### src/assert_macros.svh
// Assertion helpers shared by the RTL files.
// Both expect clk_i and rst_ni in the scope of use.
`ifndef ASSERT_MACROS_SVH
`define ASSERT_MACROS_SVH

// Check a property on every clock edge outside reset.
`define SIDA_ASSERT(lbl, prop, msg) \
  lbl: assert property (@(posedge clk_i) disable iff (!rst_ni) prop) \
    else $error(msg);

// Check that an expression is never true outside reset.
`define SIDA_ASSERT_NEVER(lbl, expr, msg) \
  lbl: assert property (@(posedge clk_i) disable iff (!rst_ni) !(expr)) \
    else $error(msg);

`endif

### src/sida_pkg.sv
`timescale 1ns / 1ps

package sida_pkg;

  // Fixed widths and character codes
  localparam int ValueW    = 32;
  localparam int NumDigits = 10;
  localparam int BcdW      = 4 * NumDigits;
  localparam int CntW      = $clog2(ValueW);
  localparam int DigW      = 4;
  localparam int CharW     = 6;

  localparam logic [CharW-1:0] CharMinus = 6'd45;
  localparam logic [CharW-1:0] CharZero  = 6'd48;

  // Microprogram layout
  localparam int UcodeDepth = 5;
  localparam int PcW        = $clog2(UcodeDepth);

  localparam logic [PcW-1:0] PcLoad   = PcW'(0);
  localparam logic [PcW-1:0] PcDabble = PcW'(1);
  localparam logic [PcW-1:0] PcSkip   = PcW'(2);
  localparam logic [PcW-1:0] PcSign   = PcW'(3);
  localparam logic [PcW-1:0] PcEmit   = PcW'(4);

  // Datapath operations
  typedef enum logic [2:0] {
    OP_LOAD,
    OP_DABBLE,
    OP_SKIP,
    OP_SIGN,
    OP_EMIT
  } op_e;

  // Jump conditions
  typedef enum logic [1:0] {
    COND_NEVER,
    COND_CNT_NZ,
    COND_LEAD_ZERO,
    COND_MORE
  } cond_e;

  typedef struct packed {
    op_e            op;
    cond_e          cond;
    logic [PcW-1:0] jump;
    logic [PcW-1:0] next;
  } uword_t;

  // Sequencer to datapath
  typedef struct packed {
    op_e  op;
    logic fire;
  } ctrl_t;

  // Datapath to sequencer
  typedef struct packed {
    logic cnt_nz;
    logic lead_zero;
    logic more;
    logic neg;
  } status_t;

  // Character leaving the datapath
  typedef struct packed {
    logic             valid;
    logic [CharW-1:0] char_code;
    logic             last;
    logic [DigW-1:0]  count;
  } emit_t;

  // Control store: one word per step
  function automatic uword_t ucode_rom(input logic [PcW-1:0] pc);
    uword_t w;
    unique case (pc)
      PcLoad:   w = '{op: OP_LOAD,   cond: COND_NEVER,     jump: PcLoad,   next: PcDabble};
      PcDabble: w = '{op: OP_DABBLE, cond: COND_CNT_NZ,    jump: PcDabble, next: PcSkip};
      PcSkip:   w = '{op: OP_SKIP,   cond: COND_LEAD_ZERO, jump: PcSkip,   next: PcSign};
      PcSign:   w = '{op: OP_SIGN,   cond: COND_NEVER,     jump: PcSign,   next: PcEmit};
      PcEmit:   w = '{op: OP_EMIT,   cond: COND_MORE,      jump: PcEmit,   next: PcLoad};
      default:  w = '{op: OP_LOAD,   cond: COND_NEVER,     jump: PcLoad,   next: PcLoad};
    endcase
    return w;
  endfunction

endpackage

### src/sida_useq.sv
`timescale 1ns / 1ps

module sida_useq (
  input  logic              clk_i,
  input  logic              rst_ni,
  input  logic              in_valid_i,
  input  logic              out_free_i,
  input  sida_pkg::status_t status_i,
  output sida_pkg::ctrl_t   ctrl_o
);
  import sida_pkg::*;

  logic [PcW-1:0] pc_q, pc_d;
  uword_t         uw;
  logic           fire;
  logic           taken;

  // Fetch the control word of the current step
  assign uw = ucode_rom(pc_q);

  // A step completes when its handshake side allows it
  always_comb begin
    unique case (uw.op)
      OP_LOAD: fire = in_valid_i;
      OP_SIGN: fire = !status_i.neg || out_free_i;
      OP_EMIT: fire = out_free_i;
      default: fire = 1'b1;
    endcase
  end

  // Evaluate the jump condition
  always_comb begin
    unique case (uw.cond)
      COND_CNT_NZ:    taken = status_i.cnt_nz;
      COND_LEAD_ZERO: taken = status_i.lead_zero;
      COND_MORE:      taken = status_i.more;
      default:        taken = 1'b0;
    endcase
  end

  // Advance, jump or hold the step counter
  always_comb begin
    pc_d = pc_q;
    if (fire) begin
      pc_d = taken ? uw.jump : uw.next;
    end
  end

  always_ff @(posedge clk_i or negedge rst_ni) begin
    if (!rst_ni) begin
      pc_q <= PcLoad;
    end else begin
      pc_q <= pc_d;
    end
  end

  assign ctrl_o.op   = uw.op;
  assign ctrl_o.fire = fire;

endmodule

### src/sida_dpath.sv
`timescale 1ns / 1ps
`include "assert_macros.svh"

module sida_dpath (
  input  logic                                clk_i,
  input  logic                                rst_ni,
  input  sida_pkg::ctrl_t                     ctrl_i,
  input  logic signed [sida_pkg::ValueW-1:0]  value_i,
  output sida_pkg::status_t                   status_o,
  output sida_pkg::emit_t                     emit_o
);
  import sida_pkg::*;

  logic [ValueW-1:0] mag_q, mag_d;
  logic [BcdW-1:0]   bcd_q, bcd_d;
  logic [BcdW-1:0]   adj;
  logic [CntW-1:0]   cnt_q, cnt_d;
  logic [DigW-1:0]   ndig_q, ndig_d;
  logic [DigW-1:0]   tot_q, tot_d;
  logic              neg_q, neg_d;
  logic [ValueW-1:0] raw;
  logic [DigW-1:0]   top;
  logic [DigW-1:0]   dig;

  assign raw = $unsigned(value_i);
  assign top = bcd_q[BcdW-1 -: DigW];

  // Add three to every digit of five or more before the shift
  always_comb begin
    adj = bcd_q;
    dig = '0;
    for (int i = 0; i < NumDigits; i++) begin
      dig = bcd_q[DigW*i +: DigW];
      adj[DigW*i +: DigW] = (dig >= 4'd5) ? dig + 4'd3 : dig;
    end
  end

  // Next state for the operation of this step
  always_comb begin
    mag_d  = mag_q;
    bcd_d  = bcd_q;
    cnt_d  = cnt_q;
    ndig_d = ndig_q;
    tot_d  = tot_q;
    neg_d  = neg_q;
    if (ctrl_i.fire) begin
      unique case (ctrl_i.op)
        OP_LOAD: begin
          neg_d  = raw[ValueW-1];
          mag_d  = raw[ValueW-1] ? (~raw + ValueW'(1)) : raw;
          bcd_d  = '0;
          cnt_d  = CntW'(ValueW - 1);
          ndig_d = DigW'(NumDigits);
        end
        OP_DABBLE: begin
          bcd_d = {adj[BcdW-2:0], mag_q[ValueW-1]};
          mag_d = {mag_q[ValueW-2:0], 1'b0};
          cnt_d = cnt_q - CntW'(1);
        end
        OP_SKIP: begin
          if (status_o.lead_zero) begin
            bcd_d  = {bcd_q[BcdW-DigW-1:0], {DigW{1'b0}}};
            ndig_d = ndig_q - DigW'(1);
          end
        end
        OP_SIGN: begin
          tot_d = ndig_q + {{(DigW-1){1'b0}}, neg_q};
        end
        OP_EMIT: begin
          bcd_d  = {bcd_q[BcdW-DigW-1:0], {DigW{1'b0}}};
          ndig_d = ndig_q - DigW'(1);
        end
        default: begin
          bcd_d = bcd_q;
        end
      endcase
    end
  end

  // Hold control counters
  always_ff @(posedge clk_i or negedge rst_ni) begin
    if (!rst_ni) begin
      cnt_q  <= '0;
      ndig_q <= DigW'(NumDigits);
      tot_q  <= '0;
      neg_q  <= 1'b0;
    end else begin
      cnt_q  <= cnt_d;
      ndig_q <= ndig_d;
      tot_q  <= tot_d;
      neg_q  <= neg_d;
    end
  end

  // Hold the working value and the digits
  always_ff @(posedge clk_i) begin
    mag_q <= mag_d;
    bcd_q <= bcd_d;
  end

  // Report status to the sequencer
  assign status_o.cnt_nz    = (cnt_q != '0);
  assign status_o.more      = (ndig_q != DigW'(1));
  assign status_o.lead_zero = (top == '0) && status_o.more;
  assign status_o.neg       = neg_q;

  // Drive the character of this step
  always_comb begin
    emit_o.valid     = ctrl_i.fire &&
                       ((ctrl_i.op == OP_SIGN && neg_q) || ctrl_i.op == OP_EMIT);
    emit_o.char_code = (ctrl_i.op == OP_SIGN) ? CharMinus
                                              : CharZero + {{(CharW-DigW){1'b0}}, top};
    emit_o.last      = (ctrl_i.op == OP_EMIT) && !status_o.more;
    emit_o.count     = emit_o.last ? tot_q : '0;
  end

  `SIDA_ASSERT(a_ndig_range, ctrl_i.op != OP_LOAD |-> ndig_q >= 4'd1 && ndig_q <= 4'd10, "digit count out of range")
  `SIDA_ASSERT(a_emit_digit, ctrl_i.fire && ctrl_i.op == OP_EMIT |-> top <= 4'd9, "emitted digit above nine")
  `SIDA_ASSERT(a_dabble_end, ctrl_i.fire && ctrl_i.op == OP_DABBLE && !status_o.cnt_nz |=> mag_q == '0, "bits left after conversion")

endmodule

### src/signed_int_to_decimal_ascii.sv
`timescale 1ns / 1ps
// Channel   Handshake                  Payload
// input     in_valid_i / in_stall_o    value_i (32b signed)
// output    out_valid_o / out_stall_i  char_code_o (6b), last_o, char_count_o (4b)
//
// From acceptance to its last character an item passes through one load step,
// 32 shift-and-adjust steps, 11 steps split between leading-zero skips and digit emits,
// and one sign step. Characters leave one per cycle while the output is not stalled.
// Reset clears the step counter and the output valid flag; no clearing pass.
// An output stall holds the sequencer on its emit step, or on its sign step for a negative value.
// The next item is accepted while the final character still waits in the output register.
`include "assert_macros.svh"

module signed_int_to_decimal_ascii (
  input  logic                               clk_i,
  input  logic                               rst_ni,
  input  logic                               in_valid_i,
  output logic                               in_stall_o,
  input  logic signed [sida_pkg::ValueW-1:0] value_i,
  output logic                               out_valid_o,
  input  logic                               out_stall_i,
  output logic [sida_pkg::CharW-1:0]         char_code_o,
  output logic                               last_o,
  output logic [sida_pkg::DigW-1:0]          char_count_o
);
  import sida_pkg::*;

  ctrl_t            ctrl;
  status_t          status;
  emit_t            emit;
  logic             out_free;
  logic             out_valid_q;
  logic [CharW-1:0] char_q;
  logic             last_q;
  logic [DigW-1:0]  count_q;

  assign out_free   = !out_valid_q || !out_stall_i;
  assign in_stall_o = (ctrl.op != OP_LOAD);

  sida_useq u_useq (
    .clk_i      (clk_i),
    .rst_ni     (rst_ni),
    .in_valid_i (in_valid_i),
    .out_free_i (out_free),
    .status_i   (status),
    .ctrl_o     (ctrl)
  );

  sida_dpath u_dpath (
    .clk_i    (clk_i),
    .rst_ni   (rst_ni),
    .ctrl_i   (ctrl),
    .value_i  (value_i),
    .status_o (status),
    .emit_o   (emit)
  );

  // Hold the output item until taken
  always_ff @(posedge clk_i or negedge rst_ni) begin
    if (!rst_ni) begin
      out_valid_q <= 1'b0;
    end else if (emit.valid) begin
      out_valid_q <= 1'b1;
    end else if (!out_stall_i) begin
      out_valid_q <= 1'b0;
    end
  end

  // Load the output payload
  always_ff @(posedge clk_i) begin
    if (emit.valid) begin
      char_q  <= emit.char_code;
      last_q  <= emit.last;
      count_q <= emit.count;
    end
  end

  assign out_valid_o  = out_valid_q;
  assign char_code_o  = char_q;
  assign last_o       = last_q;
  assign char_count_o = count_q;

  `SIDA_ASSERT(a_last_count, out_valid_o && last_o |-> char_count_o >= 4'd1 && char_count_o <= 4'd11, "bad count on last character")
  `SIDA_ASSERT_NEVER(a_mid_count, out_valid_o && !last_o && char_count_o != 4'd0, "count on a middle character")
  `SIDA_ASSERT_NEVER(a_minus_last, out_valid_o && last_o && char_code_o == CharMinus, "minus sign marked last")
  `SIDA_ASSERT(a_one_item, in_valid_i && !in_stall_o |=> in_stall_o, "item accepted during conversion")

endmodule
### config.mk
export PLATFORM = sky130hd
export DESIGN_NAME = signed_int_to_decimal_ascii
export DESIGN_NICKNAME = d
export VERILOG_FILES = /design/src/sida_pkg.sv /design/src/sida_useq.sv /design/src/sida_dpath.sv /design/src/signed_int_to_decimal_ascii.sv
export VERILOG_INCLUDE_DIRS = /design/src /design/src/src
export SDC_FILE = /design/constraint.sdc
export NUM_CORES = 1
export LEC_CHECK = 0
export BUFFER_PORTS_ARGS = -buffer_cell sky130_fd_sc_hd__buf_2
export CAP_MARGIN = 20
export CORE_MARGIN = 4
export CORE_UTILIZATION = 47
export CTS_CLUSTER_SIZE = 40
export DETAILED_ROUTE_END_ITERATION = 8
export PLACE_DENSITY = 0.69
export SETUP_SLACK_MARGIN = 0.05
export SLEW_MARGIN = 15
export SYNTH_ARGS = -nofsm -noshare
export SYNTH_HDL_FRONTEND = slang
export SYNTH_SLANG_ARGS = --single-unit
### constraint.sdc
create_clock -name clk_i -period 7.1 [get_ports clk_i]
set_input_delay 1.775 -clock clk_i [delete_from_list [all_inputs] [get_ports clk_i]]
set_output_delay 1.775 -clock clk_i [all_outputs]
set_load 0.02 [all_outputs]
Word-level counts from Yosys, hierarchy flattened
Cells that the tools add are included.
{"block": "totals", "regBits": 101, "in_bits": 36, "out_inout_bits": 13, "wordCells": 98}
{"block": "op_classes", "n_addsub": 15, "order_cmp": 10, "eq_ne": 14, "mux": 23, "bitwise_logic": 1, "reduce_logical": 24}
{"operator": "40-bit one-hot mux with 4 select lines", "n": 1}
{"operator": "32-bit one-hot mux with 2 select lines", "n": 1}
{"operator": "11-bit one-hot mux with 5 select lines", "n": 1}
{"operator": "4-bit by 3-bit greater-or-equal comparator with 1-bit output, second input constant", "n": 10}
{"operator": "4-bit 2-to-1 mux", "n": 10}
{"operator": "40-bit 2-to-1 mux", "n": 1}
{"operator": "4-bit by 2-bit adder with 4-bit output, second input constant", "n": 9}
{"operator": "32-bit by 1-bit adder with 32-bit output, second input constant", "n": 1}
{"operator": "32-bit 2-to-1 mux", "n": 1}
{"operator": "32-bit NOT", "n": 1}
{"operator": "3-bit by 2-bit == test with 1-bit output, second input constant", "n": 4}
{"operator": "4-bit one-hot mux with 3 select lines", "n": 1}
{"operator": "5-bit one-hot mux with 2 select lines", "n": 1}
{"operator": "5-bit by 5-bit adder with 6-bit output, first input constant", "n": 1}
{"operator": "3-bit by 1-bit == test with 1-bit output, second input constant", "n": 2}
{"operator": "3-bit == test, second input constant", "n": 2}
{"operator": "3-bit logical NOT", "n": 2}
{"operator": "3-bit 2-to-1 mux", "n": 2}
{"operator": "1-bit one-hot mux with 3 select lines", "n": 2}
{"operator": "2-bit AND reduction", "n": 3}
{"operator": "3-bit AND reduction", "n": 2}
{"operator": "3-bit nonzero test", "n": 2}
{"operator": "5-bit nonzero test", "n": 1}
{"operator": "5-bit by 1-bit subtractor with 5-bit output, second input constant", "n": 1}
{"operator": "other kinds (15)", "n": 25}

Depth between registers and ports, before layout
{"block": "logic_depth", "word_depth": 7, "ltp_mapped": 8, "ltp_nobuf": 7}

Hierarchy
A second synthesis with hierarchy kept.
{"block": "unflattened", "cells_unflattened": 591, "area_unflattened_um2": 5950.7}
{"mod": "sida_dpath", "instances": 1, "cells_per_inst": 545, "area_per_inst_um2": 5310.1, "seq_area_each_um2": 2514.9}
{"mod": "signed_int_to_decimal_ascii", "instances": 1, "cells_per_inst": 15, "area_per_inst_um2": 372.9, "seq_area_each_um2": 355.3}
{"mod": "sida_useq", "instances": 1, "cells_per_inst": 31, "area_per_inst_um2": 267.8, "seq_area_each_um2": 75.1}

Worst setup path before layout
No wires, ideal clock.
{"block": "synth_timing", "path_type": "input to register", "startpoint": "input out_stall_i", "endpoint": "register u_dpath.bcd_q[0], enable pin", "setup_ns": 0.451, "arrival_time_ns": 4.469, "t_required_ns": 6.649, "setup_slack_ns": 2.180, "cell_stages": 4, "n_path_buf": 0, "path_cell_list": "and2_1 -> a2111oi_2 -> a21oi_1 -> a21oi_1"}
{"block": "synth_via", "elab_chain_len": 5}
{"item": "from (decl)", "line_no": "signed_int_to_decimal_ascii.sv:21", "rtl": "input logic out_stall_i,"}
{"item": "1-bit logical NOT *"}
{"item": "1-bit logical OR *", "line_no": "signed_int_to_decimal_ascii.sv:37", "rtl": "assign out_free = !out_valid_q || !out_stall_i;"}
{"item": "1-bit logical OR", "line_no": "sida_useq.sv:25", "rtl": "OP_SIGN: fire = !status_i.neg || out_free_i;"}
{"item": "1-bit one-hot mux with 3 select lines *", "line_no": "sida_useq.sv:23", "rtl": "unique case (uw.op)"}
{"item": "3-bit AND reduction (no source line) *"}
{"item": "to (signal assigned)", "line_no": "sida_dpath.sv:98", "rtl": "bcd_q <= bcd_d;"}
{"item": "to (decl)", "line_no": "sida_dpath.sv:15", "rtl": "logic [BcdW-1:0] bcd_q, bcd_d;"}
Every way passes the cells marked *; elsewhere a longest branch is shown, timed or not.
A chain may end at the register's enable or synchronous reset.

Worst setup path after layout
{"block": "layout_timing", "startpoint": "register u_useq.pc_q[0]", "endpoint": "output in_stall_o"}
{"block": "layout_via", "elab_chain_len": 3, "word_cells_on_any_way": 7, "cone_classes": "eq/ne (4); mux (1); reduce/logical (2)"}
{"item": "from (decl)", "line_no": "sida_useq.sv:13", "rtl": "logic [PcW-1:0] pc_q, pc_d;"}
{"item": "from (signal assigned)", "line_no": "sida_useq.sv:51", "rtl": "pc_q <= PcLoad;"}
{"item": "from (signal assigned)", "line_no": "sida_useq.sv:53", "rtl": "pc_q <= pc_d;"}
{"item": "3-bit == test, or another cell as far along", "line_no": "sida_pkg.sv:75", "rtl": "unique case (pc)"}
{"item": "11-bit one-hot mux with 5 select lines *", "line_no": "sida_pkg.sv:75"}
{"item": "3-bit nonzero test *", "line_no": "signed_int_to_decimal_ascii.sv:38", "rtl": "assign in_stall_o = (ctrl.op != OP_LOAD);"}
{"item": "to (decl)", "line_no": "signed_int_to_decimal_ascii.sv:18", "rtl": "output logic in_stall_o,"}
Marked as above.

==> impl_results.md <==
- Final worst path period share: around half
- Final setup vio count: 0
- Yosys warning count: 0
- Seq pwr share: 43.2%
- Worst setup SP type: flip-flop
- DR DRC count: 0
- HP Class: flip-flop to flip-flop
- GP Congestion: between 0.9 and 1
- Clock root buffer: clkbuf_16
- First-pass GRT wire length: about 20,000 um
- Post-CTS Hold Fix Bufs: 0
- Synth Net Count: 677
- Initial core utilization: between 40% and 50%
- Worst reg2reg path depth: 6
- Max cap viols: 0
- Tmin final: about 3500 ps
- Num rows: 41
- Critical Path Fanout Max: 13
- CTS tree: yes
- Most frequent cells in the layout: edfxtp_1, nand2_1, o21ai_0
- Slew headroom: between 40% and 50%
- P_sw: ~1.2 mW
- Switching portion of total power: between 30 and 40%
- Vias per cell: approximately 5.5
- Clock insertion delay at the later pin of the skew report: approximately 350 ps
- CTS H-tree lvls: 3
- Die Width: roughly 120 um
- Pwr Density: 443 nW/um^2
- Crit Reg-Reg Endpoint: u_dpath.bcd_q[24]
- Non-Filler Instances: ~830
- Worst setup EP type: output port
- WL final: around 12,000 um
- Commonest non-fill, non-tap cell in the layout: edfxtp_1
- Die Ht: approximately 120 um
- IO buf count: 47
- Max-slew violations: 0
- Iter 0 DRT Violations: around 350
- Final Skew: 9.99 ps
- Vias in the first global route: about 4,500
- Area growth syn-to-layout: 11.7%
- Setup crit start: u_useq.pc_q[0]
- Critical Path RT: between 5000 and 6000 ps
- Post-DP Area: 6470 sq um
- Fillers: 1,162
- RSZ-0062 raised after global routing: false
- Leak pwr: between 2 and 3 nW
- Worst slew pin tran: about 750 ps
- Wire per inst: 14.2 um
- Final cell area excluding filler cells: between 6000 and 7000 sq um
- Combinational Power Share: around 40%
- WS Path Type: flip-flop to output port
- Largest net degree at the start of global routing: 70
- Clk pwr share: between 10% and 20%
- Post-synth EDFFs: around 80
- Setup crit end: in_stall_o
- DP Cell Count: approximately 800
- Register area: 2920 sq um
- Multi-input gate area: around 2900 sq um
- Yosys cell types: 57
- Nets: about 720
- Cell Int Power: ~1.8 mW
- Synth Cell Area: between 6000 and 7000 sq um
- # diodes: 0
- Synth async-reset ratio: roughly 18%
- Top FF cell, synth: edfxtp_1
- DRT antenna net count: 0
- Share of layout cells above drive strength 1: between 10% and 20%
- Highest clock rate: roughly 290 MHz
- # resized after CTS: 0
- Syn Inst Count: ~600
- Io pins: 49
- Initial antenna violation count: 0
- Pre-antenna DRT Iters: 5
- Pwr Total: 3.00 mW
- Worst R2R Start: u_dpath.bcd_q[36]
- Core box area: about 13,000 sq um
- Clock buffer depth: 2
- Outcome: complete, no violations
- Num CTS Buffers: 9
- Seq/Total Area, Yosys: 48.0%
- R2R Setup Slk: roughly 4600 ps
- DR vias: 4,523
- Total Routing Usage GR: between 15 and 20%
- Remaining global-route overflow: 0
- Clk pin slew, worst setup/hold paths: ~70 ps
- Final hold vios: 0
- Final setup TNS: 0 ps
- Detailed placement HPWL: around 8300 um
- Setup bufs post-CTS: 0
- Number of synthesized register bits: 100
- Mapped Avg Cell Area: 9.90 sq um
- Clock sinks: 100
- Max VDD drop: between 0.2 and 0.25 mV
- CP Data Arrival Time: ~1700 ps
- DIE AREA: between 10,000 and 15,000 sq um
worst min path at each step:
stage                startpoint                to  slack [ps]  depth (start not counted)
2_1_floorplan  u_dpath.tot_q[2]  u_dpath.tot_q[2]         440                          2
3_3_place_gp   u_dpath.tot_q[2]  u_dpath.tot_q[2]         450                          2
3_5_place_dp   u_dpath.tot_q[3]  u_dpath.tot_q[3]         460                          2
4_1_cts        u_dpath.tot_q[3]  u_dpath.tot_q[3]         480                          2
5_1_grt        u_dpath.tot_q[2]  u_dpath.tot_q[2]         520                          2
6_report       u_dpath.tot_q[2]  u_dpath.tot_q[2]         470                          2
synthesized netlist by cell type, types with 2 or more instances:
master,instances,area (sq um)
nor2_1,39,146
xnor2_1,21,184
clkbuf_1,14,52.6
a22oi_1,5,37.5
nor2b_1,7,43.8
nand3_1,5,25.0
mux2i_1,5,50.1
a21oi_1,44,220
o21ai_0,71,355
xor2_1,26,228
nor3_2,2,20.0
inv_1,30,113
nor4_4,3,63.8
edfxtp_1,82,2460
o31ai_1,17,128
a22o_1,9,78.8
and2_1,6,37.5
buf_2,9,45.0
dfrtp_1,16,400
nand2b_1,17,106
nor3_1,8,40.0
o21ai_1,3,15.0
ha_1,28,350
nand2_1,78,293
nor4b_1,3,26.3
o211ai_1,4,30.0
nand4_1,4,25.0
mux2_2,3,33.8
dfstp_2,2,52.6
or3_1,6,37.5
o41ai_1,2,17.5
and3_1,3,18.8
nor3b_1,15,113
a31oi_1,3,18.8
registers in the layout, summed over array words and instances (netlist names):
name,cells
u_dpath.ndig_q,4
u_dpath.tot_q,4
u_dpath.cnt_q,5
u_dpath.neg_q,1
out_valid_o,1
u_dpath.mag_q,32
char_count_o,4
char_code_o,5
u_dpath.bcd_q,40
last_o,1
u_useq.pc_q,3
layout make-up:
class	instances	share of cell area, %
multi-input combinational	457	43.5
clock inverter	5	0.886
inverter	31	1.72
tap	172	3.17
timing repair buffer	52	4.02
sequential	100	43.0
clock buffer	11	3.73
worst max-delay path, stage by stage, from the launching register on:
cell and delay (ps):
dfrtp_1 530, nor2_1 400, nor2b_1 120, nor2_1 130
buf_2 170
power groups by stage:
stage / logic (mW) / clock network [mW] / registers, mW
6_report: 1.20 / 0.503 / 1.30
3_3_place_gp: 1.16 / 0 / 1.29
3_5_place_dp: 1.21 / 0 / 1.30
4_1_cts: 1.22 / 0.517 / 1.29
5_1_grt: 1.38 / 0.545 / 1.34
2_1_floorplan: 0.937 / 0 / 1.25
cell families (layout without fill, tap and decap cells):
kind of cell | after synthesis | after routing | share of synthesized area, %
AO/OA/AOI/OAI | 169 | 169 | 16.7
XOR/XNOR | 47 | 47 | 6.78
adder cells (fa/ha/maj) | 28 | 28 | 5.77
buffers and inverters | 56 | 99 | 3.71
flip-flops | 100 | 100 | 48.0
multiplexers | 8 | 8 | 1.38
other | 1 | 1 | 0.0618
AND/OR/NAND/NOR | 204 | 204 | 17.5
per-layer routing:
| metal | global-route usage (%) | vias up | part of all wire, % |
|---|---|---|---|
| met4 | 6.02 | 0 | 1.5 |
| li1 | - | 2288 | - |
| met2 | 28.5 | 86 | 48 |
| met1 | 21.5 | 2139 | 47 |
| met5 | 0 | - | 0 |
| met3 | 2.92 | 10 | 3.4 |
metrics by stage:
stage	hold slack (ps)	setup WS, ps	utilization, %
floorplan	442	2180	-
global placement	454	3460	51.3
detailed placement	463	3410	51.3
CTS	477	3610	53.7
global route	519	3470	53.7
finish	473	3620	53.7
No activity file was read; power rests on OpenSTA's default activity.
